===== config.mk =====
export PLATFORM = sky130hd
export DESIGN_NAME = sorted_list_engine
export DESIGN_NICKNAME = d
export VERILOG_FILES = /design/src/rtl/sle_pkg.sv /design/src/rtl/sle_cell.sv /design/src/rtl/sorted_list_engine.sv
export SDC_FILE = /design/constraint.sdc
export NUM_CORES = 2
export LEC_CHECK = 0
export BUFFER_PORTS_ARGS = -buffer_cell sky130_fd_sc_hd__clkbuf_2
export CAP_MARGIN = 20
export CORE_UTILIZATION = 55
export CTS_BUF_LIST = sky130_fd_sc_hd__clkbuf_8
export DETAILED_ROUTE_END_ITERATION = 8
export GPL_TIMING_DRIVEN = 0
export PLACE_DENSITY_LB_ADDON = 0.08
export SLEW_MARGIN = 20
export SYNTH_ARGS = -nofsm -noshare
export SYNTH_HDL_FRONTEND = slang
export SYNTH_SLANG_ARGS = --single-unit

===== constraint.sdc =====
create_clock -name clk_i -period 9.2 [get_ports clk_i]
set_clock_uncertainty 0.15 [all_clocks]
set_input_delay 0.92 -clock clk_i [delete_from_list [all_inputs] [get_ports clk_i]]
set_output_delay 0.92 -clock clk_i [all_outputs]
set_load 0.01 [all_outputs]

===== src/rtl/sle_pkg.sv =====
// Shared types, codes and sizes for the sorted list engine.
`default_nettype none
package sle_pkg;

  localparam int DEPTH = 16;
  localparam int IDX_W = (DEPTH > 1) ? $clog2(DEPTH) : 1;
  localparam int CNT_W = $clog2(DEPTH + 1);
  localparam int VAL_W = 32;

  typedef enum logic [2:0] {
    CMD_PUSH   = 3'd0,
    CMD_INSERT = 3'd1,
    CMD_FIND   = 3'd2,
    CMD_CLEAR  = 3'd3,
    CMD_SORT   = 3'd4,
    CMD_READ   = 3'd5,
    CMD_RSVD6  = 3'd6,
    CMD_RSVD7  = 3'd7
  } cmd_e;

  typedef enum logic [1:0] {
    STAT_OK       = 2'd0,
    STAT_FULL     = 2'd1,
    STAT_NOTFOUND = 2'd2,
    STAT_RANGE    = 2'd3
  } status_e;

  typedef enum logic [1:0] {
    OP_HOLD,
    OP_PUSH,
    OP_INSERT,
    OP_SORT
  } cell_op_e;

  typedef enum logic {
    ST_IDLE,
    ST_SORT
  } state_e;

  typedef struct packed {
    cell_op_e          op;
    logic [VAL_W-1:0]  value;
    logic              phase;
  } cell_ctl_t;

endpackage
`default_nettype wire


===== src/rtl/sle_cell.sv =====
// One list entry: shifts on push and insert, compares and swaps with its right neighbor on sort.
`default_nettype none
module sle_cell (
  input  wire logic                     clk_i,
  input  wire sle_pkg::cell_ctl_t       ctl_i,
  input  wire logic                     valid_i,
  input  wire logic                     odd_i,
  input  wire logic [sle_pkg::VAL_W-1:0] left_i,
  input  wire logic [sle_pkg::VAL_W-1:0] right_i,
  input  wire logic                     right_valid_i,
  input  wire logic                     pass_i,
  input  wire logic                     swap_i,
  output logic                          pass_o,
  output logic                          swap_o,
  output logic                          match_o,
  output logic [sle_pkg::VAL_W-1:0]     entry_o
);
  import sle_pkg::*;

  logic [VAL_W-1:0] entry_q, entry_d;
  logic             lt;
  logic             pair_left;

  assign lt        = valid_i && ($signed(entry_q) < $signed(ctl_i.value));
  assign pass_o    = pass_i && lt && (ctl_i.op == OP_INSERT);
  assign pair_left = (odd_i == ctl_i.phase);
  assign swap_o    = (ctl_i.op == OP_SORT) && pair_left && valid_i && right_valid_i &&
                     ($signed(right_i) < $signed(entry_q));
  assign match_o   = valid_i && (entry_q == ctl_i.value);
  assign entry_o   = entry_q;

  always_comb begin
    entry_d = entry_q;
    unique case (ctl_i.op)
      OP_PUSH, OP_INSERT: begin
        if (!pass_i) begin
          entry_d = left_i;
        end else if (!pass_o) begin
          entry_d = ctl_i.value;
        end
      end
      OP_SORT: begin
        if (swap_o) begin
          entry_d = right_i;
        end else if (!pair_left && swap_i) begin
          entry_d = left_i;
        end
      end
      default: entry_d = entry_q;
    endcase
  end

  always_ff @(posedge clk_i) begin
    entry_q <= entry_d;
  end

endmodule
`default_nettype wire


===== src/rtl/sorted_list_engine.sv =====
// Top level of the sorted list engine: command sequencer, cell row and result register.
// Usage:
//   Commands arrive on the s_axis channel: tuser carries the command code, tdata
//   carries the value (bits 31:0) and the read position (bits 35:32). Each command
//   yields one result transfer on m_axis: tuser carries the status, tdata carries
//   found position (3:0), read value (35:4) and entry count (40:36).
//   Push, insert, find, clear, read and undefined codes complete in the accept cycle;
//   the result is registered and valid in the cycle after. A sort runs an odd-even
//   exchange over the row of cells, during which no command is accepted; its result
//   is registered as the last exchange pass ends. Sustained rate is one command per
//   cycle while the receiver takes each result, except during sorts.
//   The result register frees itself in the cycle the receiver takes it, so a new
//   command is accepted while a result is being transferred. While the receiver
//   stalls with a result pending, s_axis_tready_o stays low and nothing is lost.
//   Reset empties the list (count 0) and drops any pending result; entry contents
//   are not cleared and are never observed before being written.
`default_nettype none
module sorted_list_engine (
  input  wire logic        clk_i,
  input  wire logic        rst_ni,
  input  wire logic        s_axis_tvalid_i,
  output logic             s_axis_tready_o,
  input  wire logic [39:0] s_axis_tdata_i,   // value[31:0], position[35:32], zero pad
  input  wire logic [2:0]  s_axis_tuser_i,   // cmd[2:0]
  output logic             m_axis_tvalid_o,
  input  wire logic        m_axis_tready_i,
  output logic [47:0]      m_axis_tdata_o,   // found_position[3:0], read_value[35:4],
                                             // entry_count[40:36], zero pad
  output logic [1:0]       m_axis_tuser_o    // status[1:0]
);
  import sle_pkg::*;

  state_e           state_q, state_d;
  logic [IDX_W-1:0] sort_cnt_q, sort_cnt_d;
  logic [CNT_W-1:0] count_q, count_d;
  logic             out_valid_q, out_valid_d;
  status_e          out_status_q, out_status_d;
  logic [3:0]       out_fpos_q, out_fpos_d;
  logic [VAL_W-1:0] out_rval_q, out_rval_d;

  cell_ctl_t        ctl;
  cmd_e             cmd;
  logic [VAL_W-1:0] in_value;
  logic [3:0]       in_pos;
  logic             accept, full, in_range, any_match, sort_done;
  logic [IDX_W-1:0] match_idx, read_idx;

  logic [VAL_W-1:0] entry_w [DEPTH];
  logic [DEPTH:0]   pass_w;
  logic [DEPTH:0]   swap_w;
  logic [DEPTH-1:0] match_w;
  logic [DEPTH-1:0] valid_w;

  assign cmd      = cmd_e'(s_axis_tuser_i);
  assign in_value = s_axis_tdata_i[31:0];
  assign in_pos   = s_axis_tdata_i[35:32];

  assign s_axis_tready_o = (state_q == ST_IDLE) && (!out_valid_q || m_axis_tready_i);
  assign accept          = s_axis_tvalid_i && s_axis_tready_o;
  assign full            = (count_q == CNT_W'(DEPTH));
  assign in_range        = (32'(in_pos) < 32'(count_q));
  assign read_idx        = IDX_W'(in_pos);
  assign sort_done       = (state_q == ST_SORT) && (sort_cnt_q == IDX_W'(DEPTH - 1));

  always_comb begin
    ctl.value = in_value;
    ctl.phase = sort_cnt_q[0];
    ctl.op    = OP_HOLD;
    if (state_q == ST_SORT) begin
      ctl.op = OP_SORT;
    end else if (accept && !full) begin
      if (cmd == CMD_PUSH) begin
        ctl.op = OP_PUSH;
      end else if (cmd == CMD_INSERT) begin
        ctl.op = OP_INSERT;
      end
    end
  end

  assign pass_w[0] = 1'b1;
  assign swap_w[0] = 1'b0;

  for (genvar i = 0; i < DEPTH; i++) begin : g_cell
    logic [VAL_W-1:0] left_v, right_v;
    logic             right_vld;
    assign valid_w[i] = (CNT_W'(i) < count_q);
    if (i == 0) begin : g_first
      assign left_v = '0;
    end else begin : g_mid
      assign left_v = entry_w[i-1];
    end
    if (i == DEPTH - 1) begin : g_last
      assign right_v   = '0;
      assign right_vld = 1'b0;
    end else begin : g_inner
      assign right_v   = entry_w[i+1];
      assign right_vld = (CNT_W'(i + 1) < count_q);
    end
    sle_cell u_cell (
      .clk_i         (clk_i),
      .ctl_i         (ctl),
      .valid_i       (valid_w[i]),
      .odd_i         (1'(i % 2)),
      .left_i        (left_v),
      .right_i       (right_v),
      .right_valid_i (right_vld),
      .pass_i        (pass_w[i]),
      .swap_i        (swap_w[i]),
      .pass_o        (pass_w[i+1]),
      .swap_o        (swap_w[i+1]),
      .match_o       (match_w[i]),
      .entry_o       (entry_w[i])
    );
  end

  always_comb begin
    match_idx = '0;
    for (int i = DEPTH - 1; i >= 0; i--) begin
      if (match_w[i]) begin
        match_idx = IDX_W'(i);
      end
    end
  end
  assign any_match = |match_w;

  always_comb begin
    state_d      = state_q;
    sort_cnt_d   = sort_cnt_q;
    count_d      = count_q;
    out_valid_d  = out_valid_q && !m_axis_tready_i;
    out_status_d = out_status_q;
    out_fpos_d   = out_fpos_q;
    out_rval_d   = out_rval_q;
    unique case (state_q)
      ST_IDLE: begin
        if (accept) begin
          out_status_d = STAT_OK;
          out_fpos_d   = '0;
          out_rval_d   = '0;
          out_valid_d  = 1'b1;
          unique case (cmd)
            CMD_PUSH, CMD_INSERT: begin
              if (full) begin
                out_status_d = STAT_FULL;
              end else begin
                count_d = count_q + CNT_W'(1);
              end
            end
            CMD_FIND: begin
              if (any_match) begin
                out_fpos_d = 4'(match_idx);
              end else begin
                out_status_d = STAT_NOTFOUND;
              end
            end
            CMD_CLEAR: count_d = '0;
            CMD_SORT: begin
              out_valid_d = 1'b0;
              sort_cnt_d  = '0;
              state_d     = ST_SORT;
            end
            CMD_READ: begin
              if (in_range) begin
                out_rval_d = entry_w[read_idx];
              end else begin
                out_status_d = STAT_RANGE;
              end
            end
            default: out_status_d = STAT_OK;
          endcase
        end
      end
      ST_SORT: begin
        sort_cnt_d = sort_cnt_q + IDX_W'(1);
        if (sort_done) begin
          out_valid_d  = 1'b1;
          out_status_d = STAT_OK;
          out_fpos_d   = '0;
          out_rval_d   = '0;
          state_d      = ST_IDLE;
        end
      end
      default: state_d = ST_IDLE;
    endcase
  end

  always_ff @(posedge clk_i or negedge rst_ni) begin
    if (!rst_ni) begin
      state_q     <= ST_IDLE;
      sort_cnt_q  <= '0;
      count_q     <= '0;
      out_valid_q <= 1'b0;
    end else begin
      state_q     <= state_d;
      sort_cnt_q  <= sort_cnt_d;
      count_q     <= count_d;
      out_valid_q <= out_valid_d;
    end
  end

  always_ff @(posedge clk_i) begin
    out_status_q <= out_status_d;
    out_fpos_q   <= out_fpos_d;
    out_rval_q   <= out_rval_d;
  end

  assign m_axis_tvalid_o = out_valid_q;
  assign m_axis_tuser_o  = out_status_q;
  assign m_axis_tdata_o  = {7'd0, 5'(count_q), out_rval_q, out_fpos_q};

`ifndef SYNTHESIS
  a_count_bound: assert property (@(posedge clk_i) disable iff (!rst_ni)
    32'(count_q) <= DEPTH)
    else $error("entry count exceeds depth");

  a_sort_blocks: assert property (@(posedge clk_i) disable iff (!rst_ni)
    (state_q == ST_SORT) |-> !s_axis_tready_o)
    else $error("command accepted during sort");

  a_sort_out_free: assert property (@(posedge clk_i) disable iff (!rst_ni)
    sort_done |-> !out_valid_q)
    else $error("sort result would overwrite a pending result");

  a_full_count: assert property (@(posedge clk_i) disable iff (!rst_ni)
    (out_valid_q && (out_status_q == STAT_FULL)) |-> full)
    else $error("full status reported with room left");
`endif

endmodule
`default_nettype wire

==> results.txt <==
- Nets: between 7000 and 8000
- In this run the clock root is driven by a clkbuf_8.
- Leak Pwr: about 28 nW
- Count of flip-flops with a built-in enable after synthesis: 550
- For this run, design rule violations remaining after detail routing come to 0.
- Number of buffers inserted for hold repair after clock tree synthesis: 1
- Detail-routed net length per standard cell: around 35 um
* Synthesized flop and latch total: roughly 560
* Clock-pin slew on the worst setup and hold paths: 0.07 ns
* FFs w/ async S/R, synth: roughly 2.0%
- Syn Area/Cell: 9.82 um^2
- The first global-routing pass estimated around 370 mm of wire.
* Die Y-Extent: 327 um
- Crit path max-delay cell type: clkinv_1
- Initial Utilization: 55.8%
* Post-DRT Antenna Nets: 0
- Total power per unit cell area: 391 nW/um^2
- Die Outline Area: ~110000 um^2
- The initial antenna violation count came to 12.
* Routed wire length: approximately 270 mm
- Yosys printed 0 warnings.
- In the synthesized netlist the dominant register cell turns out to be edfxtp_1.
- Via count: 55569
- The tool flagged a number of max-cap violations equal to 0.
* Total of buffers placed on input and output ports: 81
- STA puts the critical path data arrival time at approximately 9.7 ns.
- In this run the post-CTS setup repair buffer count came out at 0.
- Detailed placement finished with a half-perimeter wire length of roughly 220 mm.
- STA classifies the critical path endpoint as a register.
- Insertion delay to the later sink of the worst-skew pair: approximately 0.85 ns
- Peak clock frequency supported by timing: 108 MHz
- Cells after synthesis: between 5000 and 6000
- DRC violation total after the first TritonRoute iteration: between 7000 and 8000
* Class of the most critical hold timing path: input port to register
* CTS tree: done
* Placement Setup Slack: -0.339 ns
- Once the clock tree was built, the resizer swapped 0 gates to a different size.
* Most used cell, CP: nand4_1
- For this run, the detailed router's first-pass iteration total came to 9.
- The region available for standard cell placement spans 104000 um^2.
- Yosys instantiated no cell more often than ha_1.
* Slew Viols, Final: 0
* Total CTS buffers: between 100 and 150
* Period Utilization, post-route: 100%
- The clock tree synthesis step divided the H-tree into 3 levels.
* Via count of the first global-routing pass: roughly 53000
- STA classifies the critical path startpoint as an input port.
- Synth-to-layout area growth: 8.78%
- The commonest cells after synthesis are ha_1, edfxtp_1, inv_1.
* CP Data Required Time: just under 10 ns
* Pin count of the biggest net entering global routing: 33
- The setup path with the least slack is of type input port to register.
* Cell accounting for the most synthesized area: edfxtp_1
- Floorplan die width: 327 um
- Seq/Total Area, Yosys: between 20% and 30%
* Endpoints failing hold: 0
- Share of post-route cells with drive strength above 1: under 10%
* Largest driver fanout on the critical path: 23
- Synth area leaders: edfxtp_1, ha_1, mux2i_1
- The checks that failed: negative setup slack.
- Worst-case headroom to the max-slew limit: approximately a tenth
* Slack of the critical path: -0.0242 ns
- Shortest clock period the worst path allows after layout: just over 9 ns
* # clock sinks: 561
- Count of distinct cell types in the synthesized netlist: 84
* Worst voltage drop across the vdd grid: approximately 200 uV
* CP peak stage delay: 1.16 ns
- Worst Max-Slew Pin Slew: about 1.3 ns
- Placer's final routability congestion estimate: ~1.1
* Clock Path Buffers: 3
* Post-synthesis instance area: between 50000 and 60000 um^2
* Global routing usage summed across all routing layers: between 40% and 50%
* Post-place instance area: ~61000 um^2
- Non-Filler Cell Area, Final: 63300 um^2
- Total I/O pin count: 99
- In the routed layout, each cell is associated on average with a via count of roughly 7.3.
- Sequence of cells on the critical path: clkbuf_1, clkinv_1, ha_1, nand4_1, nor4_2, o2111ai_1, o211ai_1, nor2_1, mux2_2, nand3_1, nor4b_2, nand4_1, nor4_4, buf_4, a22oi_2, buf_6
- Setup violations remaining at the end of the flow were counted as 18.
- Row generation in the floorplan step produced around 120 rows.
* Synth top area share: about 28%
- Unrepaired setup endpoints after global routing: false
* Status: finished, violations left
- The total overflow left after global routing is 0.
-- critical path, delay by kind of cell --
kind | cells | cell delay [ns]
buf+inv | 4 | 2.52
simple gates | 7 | 4.14
compound gates | 3 | 1.07
mux | 1 | 0.24
fa+ha+maj | 1 | 0.71
-- metrics by stage --
step	cells	hold WS (ns)	utilization [%]	power, W	setup TNS [ns]
2_1_floorplan	5928	0.374	-	0.0156	0
3_3_place_gp	7389	0.396	57.9	0.0208	-757.63
3_5_place_dp	7428	0.403	58.6	0.0214	-12.79
4_1_cts	7619	0.141	60.5	0.0239	0
5_1_grt	7632	0.190	60.7	0.0259	0
6_report	7640	0.144	60.7	0.0247	-0.266
-- cell usage in the layout, fill, tap and decap left out, types with 20 or more instances in the layout --
cell and n:
nand4_1 152, mux4_2 160, clkbuf_2 95, a221o_1 88
clkbuf_8 117, a31oi_1 61, buf_6 21, clkbuf_1 229
a21oi_1 428, nor2_1 444, edfxtp_1 550, or3_1 40
buf_1 28, ha_1 983, nand2_1 166, nand3_1 90
mux2i_1 487, nor3_1 143, o211a_1 31, and4_1 31
a311oi_1 52, o22ai_1 46, nor2b_1 79, a221oi_1 20
buf_4 22, clkinv_1 46, a211oi_1 212, o21a_1 31
o21ai_0 216, o211ai_1 27, nand2b_1 42, a21o_1 200
inv_1 558
-- state kept, by name, indices dropped and copies added, names as in the netlist --
name,cells
m_axis_tuser_o,2
m_axis_tvalid_o,1
g_cell.u_cell.entry_o,512
out_rval_q,32
sort_cnt_q,4
state_q,1
out_fpos_q,4
count_q,5
-- logic make-up after synthesis --
| family | Yosys count | share of synthesized area [%] |
|---|---|---|
| and+or+nand+nor | 1284 | 11.0 |
| other | 1 | 0.00645 |
| muxes | 664 | 14.9 |
| buffers and inverters | 857 | 5.72 |
| adders and majority gates | 983 | 21.1 |
| xor gates and xnor gates | 5 | 0.0753 |
| DFF | 561 | 28.9 |
| AOI/OAI and AO/OA | 1567 | 18.3 |
-- per-layer routing --
| layer | track usage, % | wire length, um | up-vias | share of wire, % |
|---|---|---|---|---|
| li1 | - | - | 23469 | - |
| met2 | 73.2 | 114000 | 4021 | 43 |
| met3 | 12.6 | 33400 | 945 | 13 |
| met4 | 39.4 | 25300 | 6 | 9.5 |
| met5 | 0 | 56 | - | 0.021 |
| met1 | 58.4 | 94100 | 27128 | 35 |
-- area by class of cell --
| cell class | instances | area [um^2] |
|---|---|---|
| Antenna cell | 12 | 30.0 |
| Buffer | 307 | 1280 |
| Clock buffer | 117 | 1610 |
| Clock inverter | 73 | 312 |
| Fill cell | 9167 | 41000 |
| Inverter | 550 | 2070 |
| Multi-Input combinational cell | 4510 | 38300 |
| Sequential cell | 561 | 16800 |
| Tap cell | 1380 | 1730 |
| Timing Repair Buffer | 130 | 1190 |
-- path summary, 6_finish.rpt --
kind                                    start                             to  slack (ns)  depth (start not counted)
min in group asynchronous              rst_ni                     count_q[1]        0.42                          2
hold reg to reg               m_axis_tvalid_o                m_axis_tvalid_o        0.43                          2
hold / removal                s_axis_tvalid_i                  sort_cnt_q[3]        0.14                          2
max in group asynchronous              rst_ni                     count_q[3]        8.12                          2
setup reg to reg                   count_q[0]  g_cell[15].u_cell.entry_o[10]        1.34                         16
setup / recovery           s_axis_tdata_i[30]  g_cell[15].u_cell.entry_o[10]       -0.02                         16
-- power by group --
part	internal, W	total (W)	switching, W
combinational	0.00576	0.0145	0.00877
clock	0.00118	0.00247	0.00129
sequential	0.00497	0.00774	0.00277
total	0.0119	0.0247	0.0128
Power figures use the tool's default switching activity.
